==> src/sv/fpd_pkg.sv <==
package fpd_pkg;

  localparam int unsigned MAX_POINTS_DEF = 64;
  localparam int unsigned COORD_BITS_DEF = 32;

  localparam int unsigned CFG_IDX_W = 3;

  // configuration register indexes
  localparam logic [CFG_IDX_W-1:0] CFG_FOCUS_X    = 3'd0;
  localparam logic [CFG_IDX_W-1:0] CFG_FOCUS_Y    = 3'd1;
  localparam logic [CFG_IDX_W-1:0] CFG_FOCUS_Z    = 3'd2;
  localparam logic [CFG_IDX_W-1:0] CFG_RADIUS     = 3'd3;
  localparam logic [CFG_IDX_W-1:0] CFG_DISTORTION = 3'd4;
  localparam logic [CFG_IDX_W-1:0] CFG_MODE       = 3'd5;

  localparam logic [15:0] ZOOM_ONE = 16'd256;
  localparam logic [15:0] K_RESET  = 16'd256;

endpackage

==> src/sv/fpd_sqrt.sv <==
module fpd_sqrt import fpd_pkg::*; (
  input  logic        clk_i,
  input  logic        rst_ni,
  input  logic        start_i,
  input  logic [63:0] rad_i,
  output logic        done_o,
  output logic [31:0] root_o
);

  logic [63:0] v_q, v_d, r_q, r_d, b_q, b_d, trial;
  logic        run_q, run_d, done_q, done_d;

  // one result bit per cycle
  always_comb begin
    trial  = r_q + b_q;
    v_d    = v_q;
    r_d    = r_q;
    b_d    = b_q;
    run_d  = run_q;
    done_d = 1'b0;
    if (start_i) begin
      v_d   = rad_i;
      r_d   = '0;
      b_d   = 64'h4000_0000_0000_0000;
      run_d = 1'b1;
    end else if (run_q) begin
      if (v_q >= trial) begin
        v_d = v_q - trial;
        r_d = (r_q >> 1) + b_q;
      end else begin
        r_d = r_q >> 1;
      end
      b_d = b_q >> 2;
      if (b_q == 64'd1) begin
        run_d  = 1'b0;
        done_d = 1'b1;
      end
    end
  end

  always_ff @(posedge clk_i or negedge rst_ni) begin
    if (!rst_ni) begin
      run_q  <= 1'b0;
      done_q <= 1'b0;
    end else begin
      run_q  <= run_d;
      done_q <= done_d;
    end
  end

  always_ff @(posedge clk_i) begin
    v_q <= v_d;
    r_q <= r_d;
    b_q <= b_d;
  end

  assign done_o = done_q;
  assign root_o = r_q[31:0];

endmodule

==> config.mk <==
export PLATFORM = sky130hd
export DESIGN_NAME = fpd_sqrt
export DESIGN_NICKNAME = d
export VERILOG_FILES = /design/src/sv/fpd_pkg.sv /design/src/sv/fpd_sqrt.sv
export SDC_FILE = /design/constraint.sdc
export NUM_CORES = 1
export LEC_CHECK = 0
export ABC_AREA = 1
export BUFFER_PORTS_ARGS = -buffer_cell sky130_fd_sc_hd__buf_2
export CAP_MARGIN = 5
export CORE_MARGIN = 4
export CORE_UTILIZATION = 25
export DETAILED_ROUTE_END_ITERATION = 8
export SLEW_MARGIN = 20
export SYNTH_ARGS = -nofsm -noshare
export SYNTH_HDL_FRONTEND = slang
export SYNTH_SLANG_ARGS = --single-unit
==> constraint.sdc <==
create_clock -name clk_i -period 13.9 [get_ports clk_i]
set_clock_uncertainty 0.2 [all_clocks]
set_input_delay 0 -clock clk_i [delete_from_list [all_inputs] [get_ports clk_i]]
set_output_delay 0 -clock clk_i [all_outputs]
set_load 0.01 [all_outputs]
After elaboration in Yosys (flattened, before gate mapping) --
Index checks and enable logic that the tools add are counted.
Storage, ports and cells: input bits 67, bits in registers 162, word-level logic and storage cells 23, output and inout bits 33
Cells by class: equality and inequality tests 1, order comparisons 1, add/sub/neg operators 3, reduce and logical (&&, ||, !) cells 3, mux-type cells 10
Operators with widths (number):
- $mux 64 | 4
- $add 63x63->64 | 1
- $add 64x63->64 | 1
- $ge 64x64->1 | 1
- $sub 64x64->64 | 1
- $eq 32x1->1 const B | 1
- $mux 1 | 6
- $reduce_bool 2->1 | 2
- $reduce_and 2->1 | 1

Logic depth before layout (Yosys ltp) --
depth in word-level cells 5, gate-level depth with buffers 31

Least setup slack after synthesis --
Ideal clock, no wire load.
kind register to register, start point register r_q[6], end point register v_q[0], enable pin, path buffers 1, cell stages (with the launch flop) 26, slack 8735 ps, arrival time 4542 ps, path through dfxtp_1 ha_1 nand2_1 o21ai_0 inv_1 nand2_1 nand3_1 nand2_1 nand2_1 nand2_1 nand2_1 nand2_1 a21oi_1 xor2_1 ha_1 nand2_1 nor2_1 inv_2 nor2_4 nand2_1 nor3_2 nand2_2 nand2_2 nand2_2 buf_2 nand2_1
On the way: cells in the longest elaborated chain, start to end 4
RTL lines:
- start, declared | line fpd_sqrt.sv:10 | logic [63:0] v_q, v_d, r_q, r_d, b_q, b_d, trial;
- start signal, assigned | line fpd_sqrt.sv:53 | r_q <= r_d;
- $add 64x63->64 | line fpd_sqrt.sv:15 | trial = r_q + b_q;
- $ge 64x64->1 | line fpd_sqrt.sv:27 | if (v_q >= trial) begin
- $reduce_bool 2->1 (no line)
- $reduce_and 2->1 (no line)
- end signal, assigned | line fpd_sqrt.sv:52 | v_q <= v_d;
- end, declared | line fpd_sqrt.sv:10
Every way passes these cells. A chain may end at the register's enable or synchronous reset.

Worst setup path in the final report --
start point register r_q[28], end point register v_q[15], enable pin
Same word-level chain as after synthesis.

==> impl_summary.md <==
Status
The run finished with clean final reports.

Final layout
Leaving out fill and tap cells, the most frequent cells in the layout are 1199 x nand2_1, 489 x inv_1, 439 x nor2_1. After the last flow step, the layout net total stands at 3865. The finished cells cover 0.0228 sq mm. 0 antenna diodes ended up in the layout.

From synthesis to final layout, the design area changed by 13.1%. The most common library cell in the layout ignoring fill and taps is nand2_1. The share of post-route cells with drive strength above 1 is 0.0557.

Timing
The final worst setup slack is 6.46 ns. Timing would allow up to 0.134 GHz. The minimum clock period is 7.44 ns.

Measured against its own limit, the worst slew margin works out to 0.364. At the pin with the least slew margin, the transition time is 0.954 ns. The final number of max-transition violations is 0. The final number of setup-violating endpoints is 0. Setup repair after global routing left no endpoint under its margin.

The total count of hold-check failures in the final report was 0. Adding up every negative setup slack in the final design gives 0 ns. Of the available clock period, the critical path in the final layout requires 0.535.

Clock network
The number of clock buffers inserted by TritonCTS is 17. Clock tree synthesis found a total of 162 sinks. The CTS tree is done.

After clock tree synthesis, the clock-pin slew on the worst setup and hold paths is 0.08 ns. In this run the clock root is driven by a clkbuf_16. The number of H-tree branching levels is 4.

The post-cts repair resize count is 0. The clock network latency to the later pin of the worst-skew pair is 0.52 ns. The clock passes through at most 2 buffers.

Pwr
The leakage power total is 10.3 nW. For this design the ratio of total power to cell area is 198 mW/mm^2. Across the VDD grid, the largest voltage drop is 0.0000907 V.

Placed design
The congestion estimate from routability-driven global placement came to 1.00. Once placement finished, the instance area stood at 0.0214 sq mm. The worst slack at placement is 6.56 ns. The count of input and output buffers is 99. Once detailed placement completed, the half-perimeter wirelength came to 70300 microns.

Routing
The number of DRC violations after detailed-routing iteration 0 is 2159. The number of remaining DRC errors is 0. The number of routed nets with antenna violations is 0. After detailed routing, the total wire length is 86100 microns.

The via count of the routed design is 23100. Before antenna repair, the detailed router went through 6 iterations. The final routed wire length divided by cell count is 18.2 microns. Using the TritonRoute via totals, the vias-per-cell ratio works out to 4.89.

Yosys
The area share of the largest cell type after synthesis is 0.223. By area the synthesized netlist is led by nand2_1 22%, dfxtp_1 9.5%, edfxtp_1 9.5%. After technology mapping, the gate count stands at 3574. The total nets after synthesis is 3772. The area of the mapped netlist is 0.0202 sq mm. The biggest area contributor in the post-synthesis netlist is nand2_1. The unique cell type count in the Yosys netlist is 45. Averaged over all synthesized cells, the footprint is 5.64 sq um. The share of the Yosys chip area taken by registers is 0.193. The number of storage elements in the synthesis netlist is 162. Yosys printed 0 warnings.

Global route
The via count of the first global-routing pass is 22000. The initial antenna violation count was 0. For this run the aggregate overflow at the end of global routing stands at 0.

The overall global routing resource usage is 0.196. The maximum number of pins on one net before global-route repair is 65. The global-route wire length before repair is 129000 microns.

Floorplan
The row count is 103. The initial utilization of the core area, before any placement, comes to 0.254. The die is 292 microns tall. The area of the core is 0.0795 sq mm. The die area is 0.0853 sq mm. The die is 292 microns wide. 100 I/O pins were placed.

Setup path
The path depth of the worst reg2reg path is 22. The critical path in this run is classified as reg2reg. The required time of the critical path is 13.83 ns. Of all nets on the critical path, the largest fanout is 64. The most critical setup path has its startpoint at r_q[28]. The delay of the slowest critical-path stage is 0.74 ns. Walking the worst path, the cells encountered are ha_1, nand2_1, o21ai_0, nand2_1, o21ai_0, nor2_1, a21oi_1, xnor2_1, ha_1, nand2_1, nor2_1, inv_1, nor2_2, nand2_1, nor3_2, nand2_2, buf_4, nand2_2, buf_4, nand2_2, nand2_2, buf_4. Among all stages on the critical path, the largest delay is contributed by buf_4. Following the worst setup path forward leads to its endpoint at v_q[15].

Data arrives at the worst endpoint at 7.37 ns. The nature of the critical path startpoint is a register. The nature of the critical path endpoint is a register. The capturing point of the worst reg2reg path is v_q[15]. The worst-case register-to-register setup slack is 6.46 ns. The launch point of the worst reg-to-reg path is r_q[28].

Hold path
The tightest min-delay check is of the in2reg type.

Job
Max-cap violations in this run came to 0.
-- repair_timing --
item | in CTS | in global routing
hold endpoints to repair | 68 | 0
endpoints found under the setup margin | 0 | 0
setup buffers | 0 | 0
hold buffers | 81 | 0
-- cell type report --
| cell class | instances | area (sq um) |
|---|---|---|
| Fill cell | 9036 | 56700 |
| Multi-Input combinational cell | 2801 | 13800 |
| Sequential cell | 162 | 3890 |
| Inverter | 494 | 1850 |
| Timing Repair Buffer | 191 | 1390 |
| Tap cell | 1050 | 1310 |
| Clock buffer | 17 | 425 |
| Clock inverter | 15 | 166 |
-- Yosys cell counts (all sizes together) --
library cell / instances
xor2: 48
dfrtp: 2
or2: 16
o221ai: 1
ha: 130
o21bai: 22
clkbuf: 41
a21oi: 229
xnor2: 52
o21ai: 173
o31ai: 1
nand2: 1216
o311ai: 1
a31oi: 15
nor2: 449
nor3: 33
nand4: 35
a21o: 12
nand3: 298
edfxtp: 64
a21boi: 1
and2: 3
nor4: 13
inv: 494
dfxtp: 96
buf: 76
o31a: 1
nand3b: 35
o211ai: 5
fa: 1
o21a: 6
a211oi: 5
-- how the worst min path moves through the flow --
stage	cells after the start	endpoint	from
finish	4	v_q[17]	rad_i[17]
global route	4	v_q[12]	rad_i[12]
CTS	4	v_q[46]	rad_i[46]
detailed placement	1	done_o	rst_ni
global placement	1	done_o	rst_ni
floorplan	0	done_o	rst_ni
-- cells by family after synthesis --
| group | share of synthesized area |
|---|---|
| AO/OA/AOI/OAI | 0.127 |
| XOR/XNOR | 0.0434 |
| adder cells (fa/ha/maj) | 0.0816 |
| buffers and inverters | 0.125 |
| flip-flops | 0.193 |
| AND/OR/NAND/NOR | 0.430 |
-- power breakdown --
part           internal, mW  total [mW]  switching, mW
Combinational          1.01        3.07           2.05
Sequential            0.718       0.940          0.221
Clock                 0.239       0.505          0.266
-- flip-flops by register name, indices dropped and copies added, names as in the netlist --
name / flops
done_o: 1
run_q: 1
r_q: 64
b_q: 32
v_q: 64
-- routing by layer --
metal,vias up,track usage,share of wire
li1,11600,-,-
met4,0,0.0711,0.035
met5,-,0,0
met2,831,0.324,0.46
met1,10600,0.262,0.44
met3,130,0.0252,0.065
-- through the flow --
step	hold WS, ns	utilization	instances	total power [mW]
after global routing	0.122	0.287	4730	4.88
after floorplan	-0.496	-	3574	3.05
final	0.0990	0.287	4730	4.51
after detailed placement	-0.389	0.269	4617	3.91
after global placement	-0.388	0.269	4617	3.90
after CTS	0.0610	0.287	4730	4.46
-- critical path: cells and delay by family, from the launching register on --
kind	cells	cell delay, ns
AND/OR/NAND/NOR	12	2.25
buffers and inverters	4	1.71
AO/OA/AOI/OAI	3	1.26
adder cells (fa/ha/maj)	2	0.83
flip-flops	1	0.43
XOR/XNOR	1	0.24
Note: power is estimated with default switching activity, not from simulation.
