**config.mk**
```make
export PLATFORM = sky130hd
export DESIGN_NAME = fpd_div
export DESIGN_NICKNAME = d
export VERILOG_FILES = /design/src/sv/fpd_pkg.sv /design/src/sv/fpd_div.sv
export SDC_FILE = /design/constraint.sdc
export NUM_CORES = 1
export LEC_CHECK = 0
export ABC_AREA = 1
export BUFFER_PORTS_ARGS = -buffer_cell sky130_fd_sc_hd__clkbuf_2
export CORE_MARGIN = 1.5
export CORE_UTILIZATION = 50
export CTS_CLUSTER_DIAMETER = 30
export CTS_CLUSTER_SIZE = 24
export DETAILED_ROUTE_END_ITERATION = 6
export GPL_TIMING_DRIVEN = 0
export PLACE_DENSITY = 0.69
export RECOVER_POWER = 25
export SLEW_MARGIN = 15
export SYNTH_ARGS = -nofsm -noshare
export SYNTH_HDL_FRONTEND = slang
export SYNTH_SLANG_ARGS = --single-unit
```
**constraint.sdc**
```tcl
create_clock -name clk_i -period 4 [get_ports clk_i]
set_input_delay 0.8 -clock clk_i [delete_from_list [all_inputs] [get_ports clk_i]]
set_output_delay 0.8 -clock clk_i [all_outputs]
set_load 0.02 [all_outputs]
```
**src/sv/fpd_pkg.sv**
```systemverilog
package fpd_pkg;

  localparam int unsigned MAX_POINTS_DEF = 64;
  localparam int unsigned COORD_BITS_DEF = 32;

  localparam int unsigned CFG_IDX_W = 3;

  // configuration register indexes
  localparam logic [CFG_IDX_W-1:0] CFG_FOCUS_X    = 3'd0;
  localparam logic [CFG_IDX_W-1:0] CFG_FOCUS_Y    = 3'd1;
  localparam logic [CFG_IDX_W-1:0] CFG_FOCUS_Z    = 3'd2;
  localparam logic [CFG_IDX_W-1:0] CFG_RADIUS     = 3'd3;
  localparam logic [CFG_IDX_W-1:0] CFG_DISTORTION = 3'd4;
  localparam logic [CFG_IDX_W-1:0] CFG_MODE       = 3'd5;

  localparam logic [15:0] ZOOM_ONE = 16'd256;
  localparam logic [15:0] K_RESET  = 16'd256;

endpackage

```
**src/sv/fpd_div.sv**
```systemverilog
module fpd_div import fpd_pkg::*; (
  input  logic        clk_i,
  input  logic        rst_ni,
  input  logic        start_i,
  input  logic [63:0] dividend_i,
  input  logic [63:0] divisor_i,
  output logic        done_o,
  output logic [63:0] quot_o
);

  logic [63:0] n_q, n_d, rem_q, rem_d, den_q, den_d, sh;
  logic [6:0]  cnt_q, cnt_d;
  logic        run_q, run_d, done_q, done_d;

  // restoring division, one quotient bit per cycle
  always_comb begin
    sh     = {rem_q[62:0], n_q[63]};
    n_d    = n_q;
    rem_d  = rem_q;
    den_d  = den_q;
    cnt_d  = cnt_q;
    run_d  = run_q;
    done_d = 1'b0;
    if (start_i) begin
      n_d   = dividend_i;
      den_d = divisor_i;
      rem_d = '0;
      cnt_d = '0;
      run_d = 1'b1;
    end else if (run_q) begin
      if (sh >= den_q) begin
        rem_d = sh - den_q;
        n_d   = {n_q[62:0], 1'b1};
      end else begin
        rem_d = sh;
        n_d   = {n_q[62:0], 1'b0};
      end
      cnt_d = cnt_q + 7'd1;
      if (cnt_q == 7'd63) begin
        run_d  = 1'b0;
        done_d = 1'b1;
      end
    end
  end

  always_ff @(posedge clk_i or negedge rst_ni) begin
    if (!rst_ni) begin
      run_q  <= 1'b0;
      done_q <= 1'b0;
      cnt_q  <= '0;
    end else begin
      run_q  <= run_d;
      done_q <= done_d;
      cnt_q  <= cnt_d;
    end
  end

  always_ff @(posedge clk_i) begin
    n_q   <= n_d;
    rem_q <= rem_d;
    den_q <= den_d;
  end

  assign done_o = done_q;
  assign quot_o = n_q;

endmodule

```
== Word-level counts from Yosys, hierarchy flattened ==
Index checks and enable logic that the tools add are counted.
Word-level totals
  bits of input ports: 131
  register bits: 200
Operators by class
  magnitude comparators: 1
  reductions and logical operators: 1
  equal/unequal tests: 1
  add/subtract/negate cells: 2
  muxes and demuxes: 12
Operators by type and width (number)
  $mux 64: 2
  $ge 64x64->1: 1
  $mux 63: 1
  $sub 63x63->63: 1
  $mux 7: 2
  $add 7x1->7 const B: 1
  $eq 7x6->1 const B: 1
  $mux 1: 7
  $reduce_bool 2->1: 1

== Logic depth before layout (Yosys ltp) ==
  depth after elaboration: 4
  mapped depth: 20
  gate-level depth less buffers: 18

== Worst setup path before layout ==
OpenSTA, ideal clock, no wires.
  path kind: input to register
  from: in start_i
  to: reg n_q[0] (netlist: quot_o[0]) (enable)
  setup time: 0.454 ns
  setup slack: 0.354 ns
  buffers on the path: 2
  cell stages on the path: 4
  arrival: 3.192 ns
  cell sequence: clkbuf_1 -> nor2_1 -> inv_1 -> clkbuf_1
Between the ends
  word-level cells in the longest chain between the ends: 1
RTL lines
  from (decl): line fpd_div.sv:4  | input logic start_i,
  $reduce_bool 2->1 (no source line)
  to (signal assigned): line fpd_div.sv:59  | n_q <= n_d;
  to (decl): line fpd_div.sv:11  | logic [63:0] n_q, n_d, rem_q, rem_d, den_q, den_d, sh;
No other way between the ends.
A chain may end at the register's enable or synchronous reset.

== Worst setup path in the final report ==
  from: reg n_q[63] (netlist: quot_o[63])
  to: reg rem_q[49]
Between the ends
  word-level cells in the longest chain between the ends: 2
RTL lines
  $sub 63x63->63 or $ge 64x64->1 (tied branches): line fpd_div.sv:32, fpd_div.sv:31
  $mux 63 (*): line fpd_div.sv:31  | if (sh >= den_q) begin
  to (signal assigned): line fpd_div.sv:60  | rem_q <= rem_d;
  to (decl): line fpd_div.sv:11
Every way passes the cells marked *; elsewhere a longest branch is shown, timed or not.

==> impl_summary.log <==
[metrics] result of the run: finished, violations left
[metrics] violations in the final reports: DRC
[metrics] worst hold margin: 0.261 ns
[metrics] CP max FO: 10
[metrics] summed area of non-filler cells in the final layout: 16600 um2
[metrics] number of nets in the layout: 2615
[metrics] count of cells along the worst register-to-register path: 18
[metrics] die extent in y: 173 um
[metrics] Wirelength per Cell: 15.3 um
[metrics] total power per unit cell area: 296 nW/um2
[metrics] Pins Over Slew Limit: 0
[metrics] vias after detailed routing: 13700
[metrics] clock root cell: clkbuf_16
[metrics] number of cell rows: 62
[metrics] post-route clock period utilization: 74.5%
[metrics] wire length of the first global-routing pass: 68800 um
[metrics] most common library cell in the layout ignoring fill and taps: nand2_1
[metrics] die width: 173 um
[metrics] signed area change from the synthesized netlist to the final layout: 15.0%
[metrics] CTS Buffer Depth: 2
[metrics] post-layout min period: 2.98 ns
[metrics] antenna viol nets, final: 0
[metrics] router iterations before antenna repair: 7
[metrics] clock-pin slew on the worst setup and hold paths: 0.09 ns
[metrics] Critical Path End: rem_q[49]
[metrics] Final Setup Violations: 0
[metrics] Tightest Pin Transition: 0.790 ns
[metrics] Post-Syn Nets: 2398
[metrics] Worst R2R End: rem_q[49]
[metrics] I/O pin count: 196
[metrics] number of buffers created by CTS: 17
[metrics] adder and majority cell fraction of the synthesized area: 5.77%
[metrics] flop and latch count out of synthesis: 200
[metrics] synth unique cells: 37
[metrics] Via-to-Cell Ratio: 4.85
[metrics] Critical Path RT: 4.36 ns
[metrics] startpoint type of the worst setup path: register
[metrics] DRT iter0 DRCs: 964
[metrics] via count of the first global-routing pass: 13100
[metrics] number of warnings printed during yosys synthesis: 0
[metrics] Post-Syn Area: 14500 um2
[metrics] post-synthesis average cell area: 6.57 um2
[metrics] number of cells upsized or downsized after cts: 0
[metrics] fraction of the mapped netlist area in simple logic gates: 38.2%
[metrics] category of the most critical setup path: reg2reg
[metrics] die area: 29900 um2
[metrics] cell type contributing the most total cell area after synthesis: edfxtp_1
[metrics] core box area: 28500 um2
[metrics] worst relative slew slack: 47.3%
[metrics] clock latency on the worst-skew pair: 0.47 ns
[metrics] clock tree skew after final layout: 0.0231 ns
[metrics] Max Clock Freq: 336 MHz
[metrics] TritonCTS clock tree: yes
[metrics] number of port buffers: 195
[metrics] area share of xor/xnor cells in the synthesized design: 1.82%
[metrics] Final Core Density: 58.2%
[metrics] number of diodes added for antenna fixing: 0
[metrics] layout cells sized above 1: 13.8%
[metrics] commonest cells after routing, fill and taps aside: nand2_1 (948), inv_1 (438), clkbuf_2 (192)
[metrics] global route overflow: 0
[metrics] setup slack of the worst register-to-register path: 1.02 ns
[metrics] clock tree sinks: 200
[metrics] worst reg2reg startpoint: quot_o[63]
[metrics] class of the tightest hold or removal check: in2async
[metrics] fraction of the mapped netlist area in compound gates: 3.42%
[metrics] combinational family with the most area after synthesis: simple AND/OR/NAND/NOR gates
[metrics] share of the yosys chip area belonging to registers: 36.9%
[metrics] most area-consuming cells after synthesis: edfxtp_1 (27%), nand2_1 (25%), inv_1 (11%)
[metrics] number of H-tree levels: 4
[metrics] post-synthesis mux area share: 0%
[metrics] DPL Wire Length: 35300 um
[metrics] total of max-cap violations: 0
[metrics] RSZ-0062 raised after global routing: no
[metrics] gr usage total: 29.5%
[metrics] Cell Area, Placed: 16000 um2
[metrics] peak supply drop: 0.279 mV
[metrics] synthesized netlist cell count: 2201
[metrics] leakage power summed over all cells: 9.61 nW
[metrics] critical path arrival: 3.34 ns
[metrics] initial antenna violation count: 0
[metrics] Worst Setup End Kind: register
[metrics] initial core utilization: 50.6%
[metrics] DRC viols: 2
[metrics] beginning of the critical path: quot_o[63]
[metrics] area fraction of the dominant cell type after synthesis: 26.6%
[metrics] wirelength, routed: 43200 um
[metrics] pin count of the biggest net entering global routing: 59
[metrics] placer's final routability congestion estimate: 1.00
[metrics] buffer count from post-CTS setup fixing: 0
[metrics] number of hold violations in the final report: 0
[metrics] hold buffers post-CTS: 0
[metrics] sum of negative setup slack: 0 ns
-- how the worst min path moves through the flow --
stage,endpoint,slack [ns],cells after the start
3_5_place_dp,rem_q[36],0.46,2
5_1_grt,cnt_q[3],0.29,1
6_report,cnt_q[3],0.26,1
4_1_cts,cnt_q[3],0.16,1
2_1_floorplan,done_o,0.42,1
3_3_place_gp,rem_q[62],0.45,2
-- through the flow --
stage | cells | setup WS (ns) | total power, mW
CTS | 2815 | 1.07 | 4.96
floorplan | 2201 | 0.354 | 2.82
global route | 2815 | 0.855 | 5.12
global placement | 2780 | -2.16 | 3.06
detailed placement | 2783 | 0.825 | 3.08
finish | 2815 | 1.02 | 4.92
-- cell families (layout without fill, tap and decap cells) --
| logic type | Yosys count | after routing |
|---|---|---|
| flops | 200 | 200 |
| compound gates | 94 | 94 |
| buf+inv | 506 | 736 |
| simple gates | 1305 | 1305 |
| xor+xnor | 30 | 30 |
| fa+ha+maj | 66 | 66 |
-- synth_stat cells --
cell,instances
a21o_1,2
a21oi_1,47
a21oi_2,2
a31oi_1,1
and3_1,1
buf_1,5
buf_2,10
buf_4,4
buf_6,10
buf_8,1
clkbuf_1,18
clkinv_1,2
dfrtp_1,9
dfxtp_1,63
edfxtp_1,128
fa_1,1
ha_1,65
inv_1,438
inv_2,18
nand2_1,948
nand2_2,18
nand2_4,2
nand3_1,141
nand3_2,26
nand3b_1,27
nand4_1,11
nor2_1,100
nor2_2,8
nor2_4,5
nor3_1,13
nor3_2,1
nor4_1,4
o21ai_0,20
o21ai_1,18
o21bai_1,4
xnor2_1,26
xor2_1,4
-- state kept, by name (all words and copies together) (netlist names) --
register	count
cnt_q	7
quot_o	64
done_o	1
rem_q	63
run_q	1
den_q	64
-- routing by layer --
layer  track usage [%]  up-vias  part of all wire [%]
li1                  -     7105                     -
met2              49.7      449                    46
met3              4.49       54                   6.3
met1              38.9     6047                    45
met4              9.82        0                   2.6
met5                 0        -                     0
-- final cells by class --
type / count / area [um2]
Buffer: 48 / 298
Clock buffer: 17 / 425
Clock inverter: 15 / 215
Fill cell: 2884 / 11900
Inverter: 458 / 1720
Multi-Input combinational cell: 1495 / 7110
Sequential cell: 200 / 5330
Tap cell: 384 / 480
Timing Repair Buffer: 198 / 1030
-- power by group --
group / leakage (nW) / switching, mW / internal [mW]
registers: 1.96 / 0.0553 / 2.32
logic: 7.34 / 0.428 / 0.224
clock network: 0.310 / 0.967 / 0.923
-- worst max-delay path: stages, from the launching register on --
cell and delay, ns:
edfxtp_1 0.38, inv_1 0.13, ha_1 0.26, fa_1 0.41, inv_1 0.12, nand2_1 0.06, nand2_1 0.07, nand3_2 0.06
nand2_2 0.13, nand2_2 0.06, nand2_2 0.13, nand2_2 0.08, nand3_2 0.08, nand2_4 0.06, nand2_4 0.12, buf_2 0.35
nand3_1 0.20, nand2_1 0.11, nand2_1 0.05
Power figures use the tool's default switching activity.
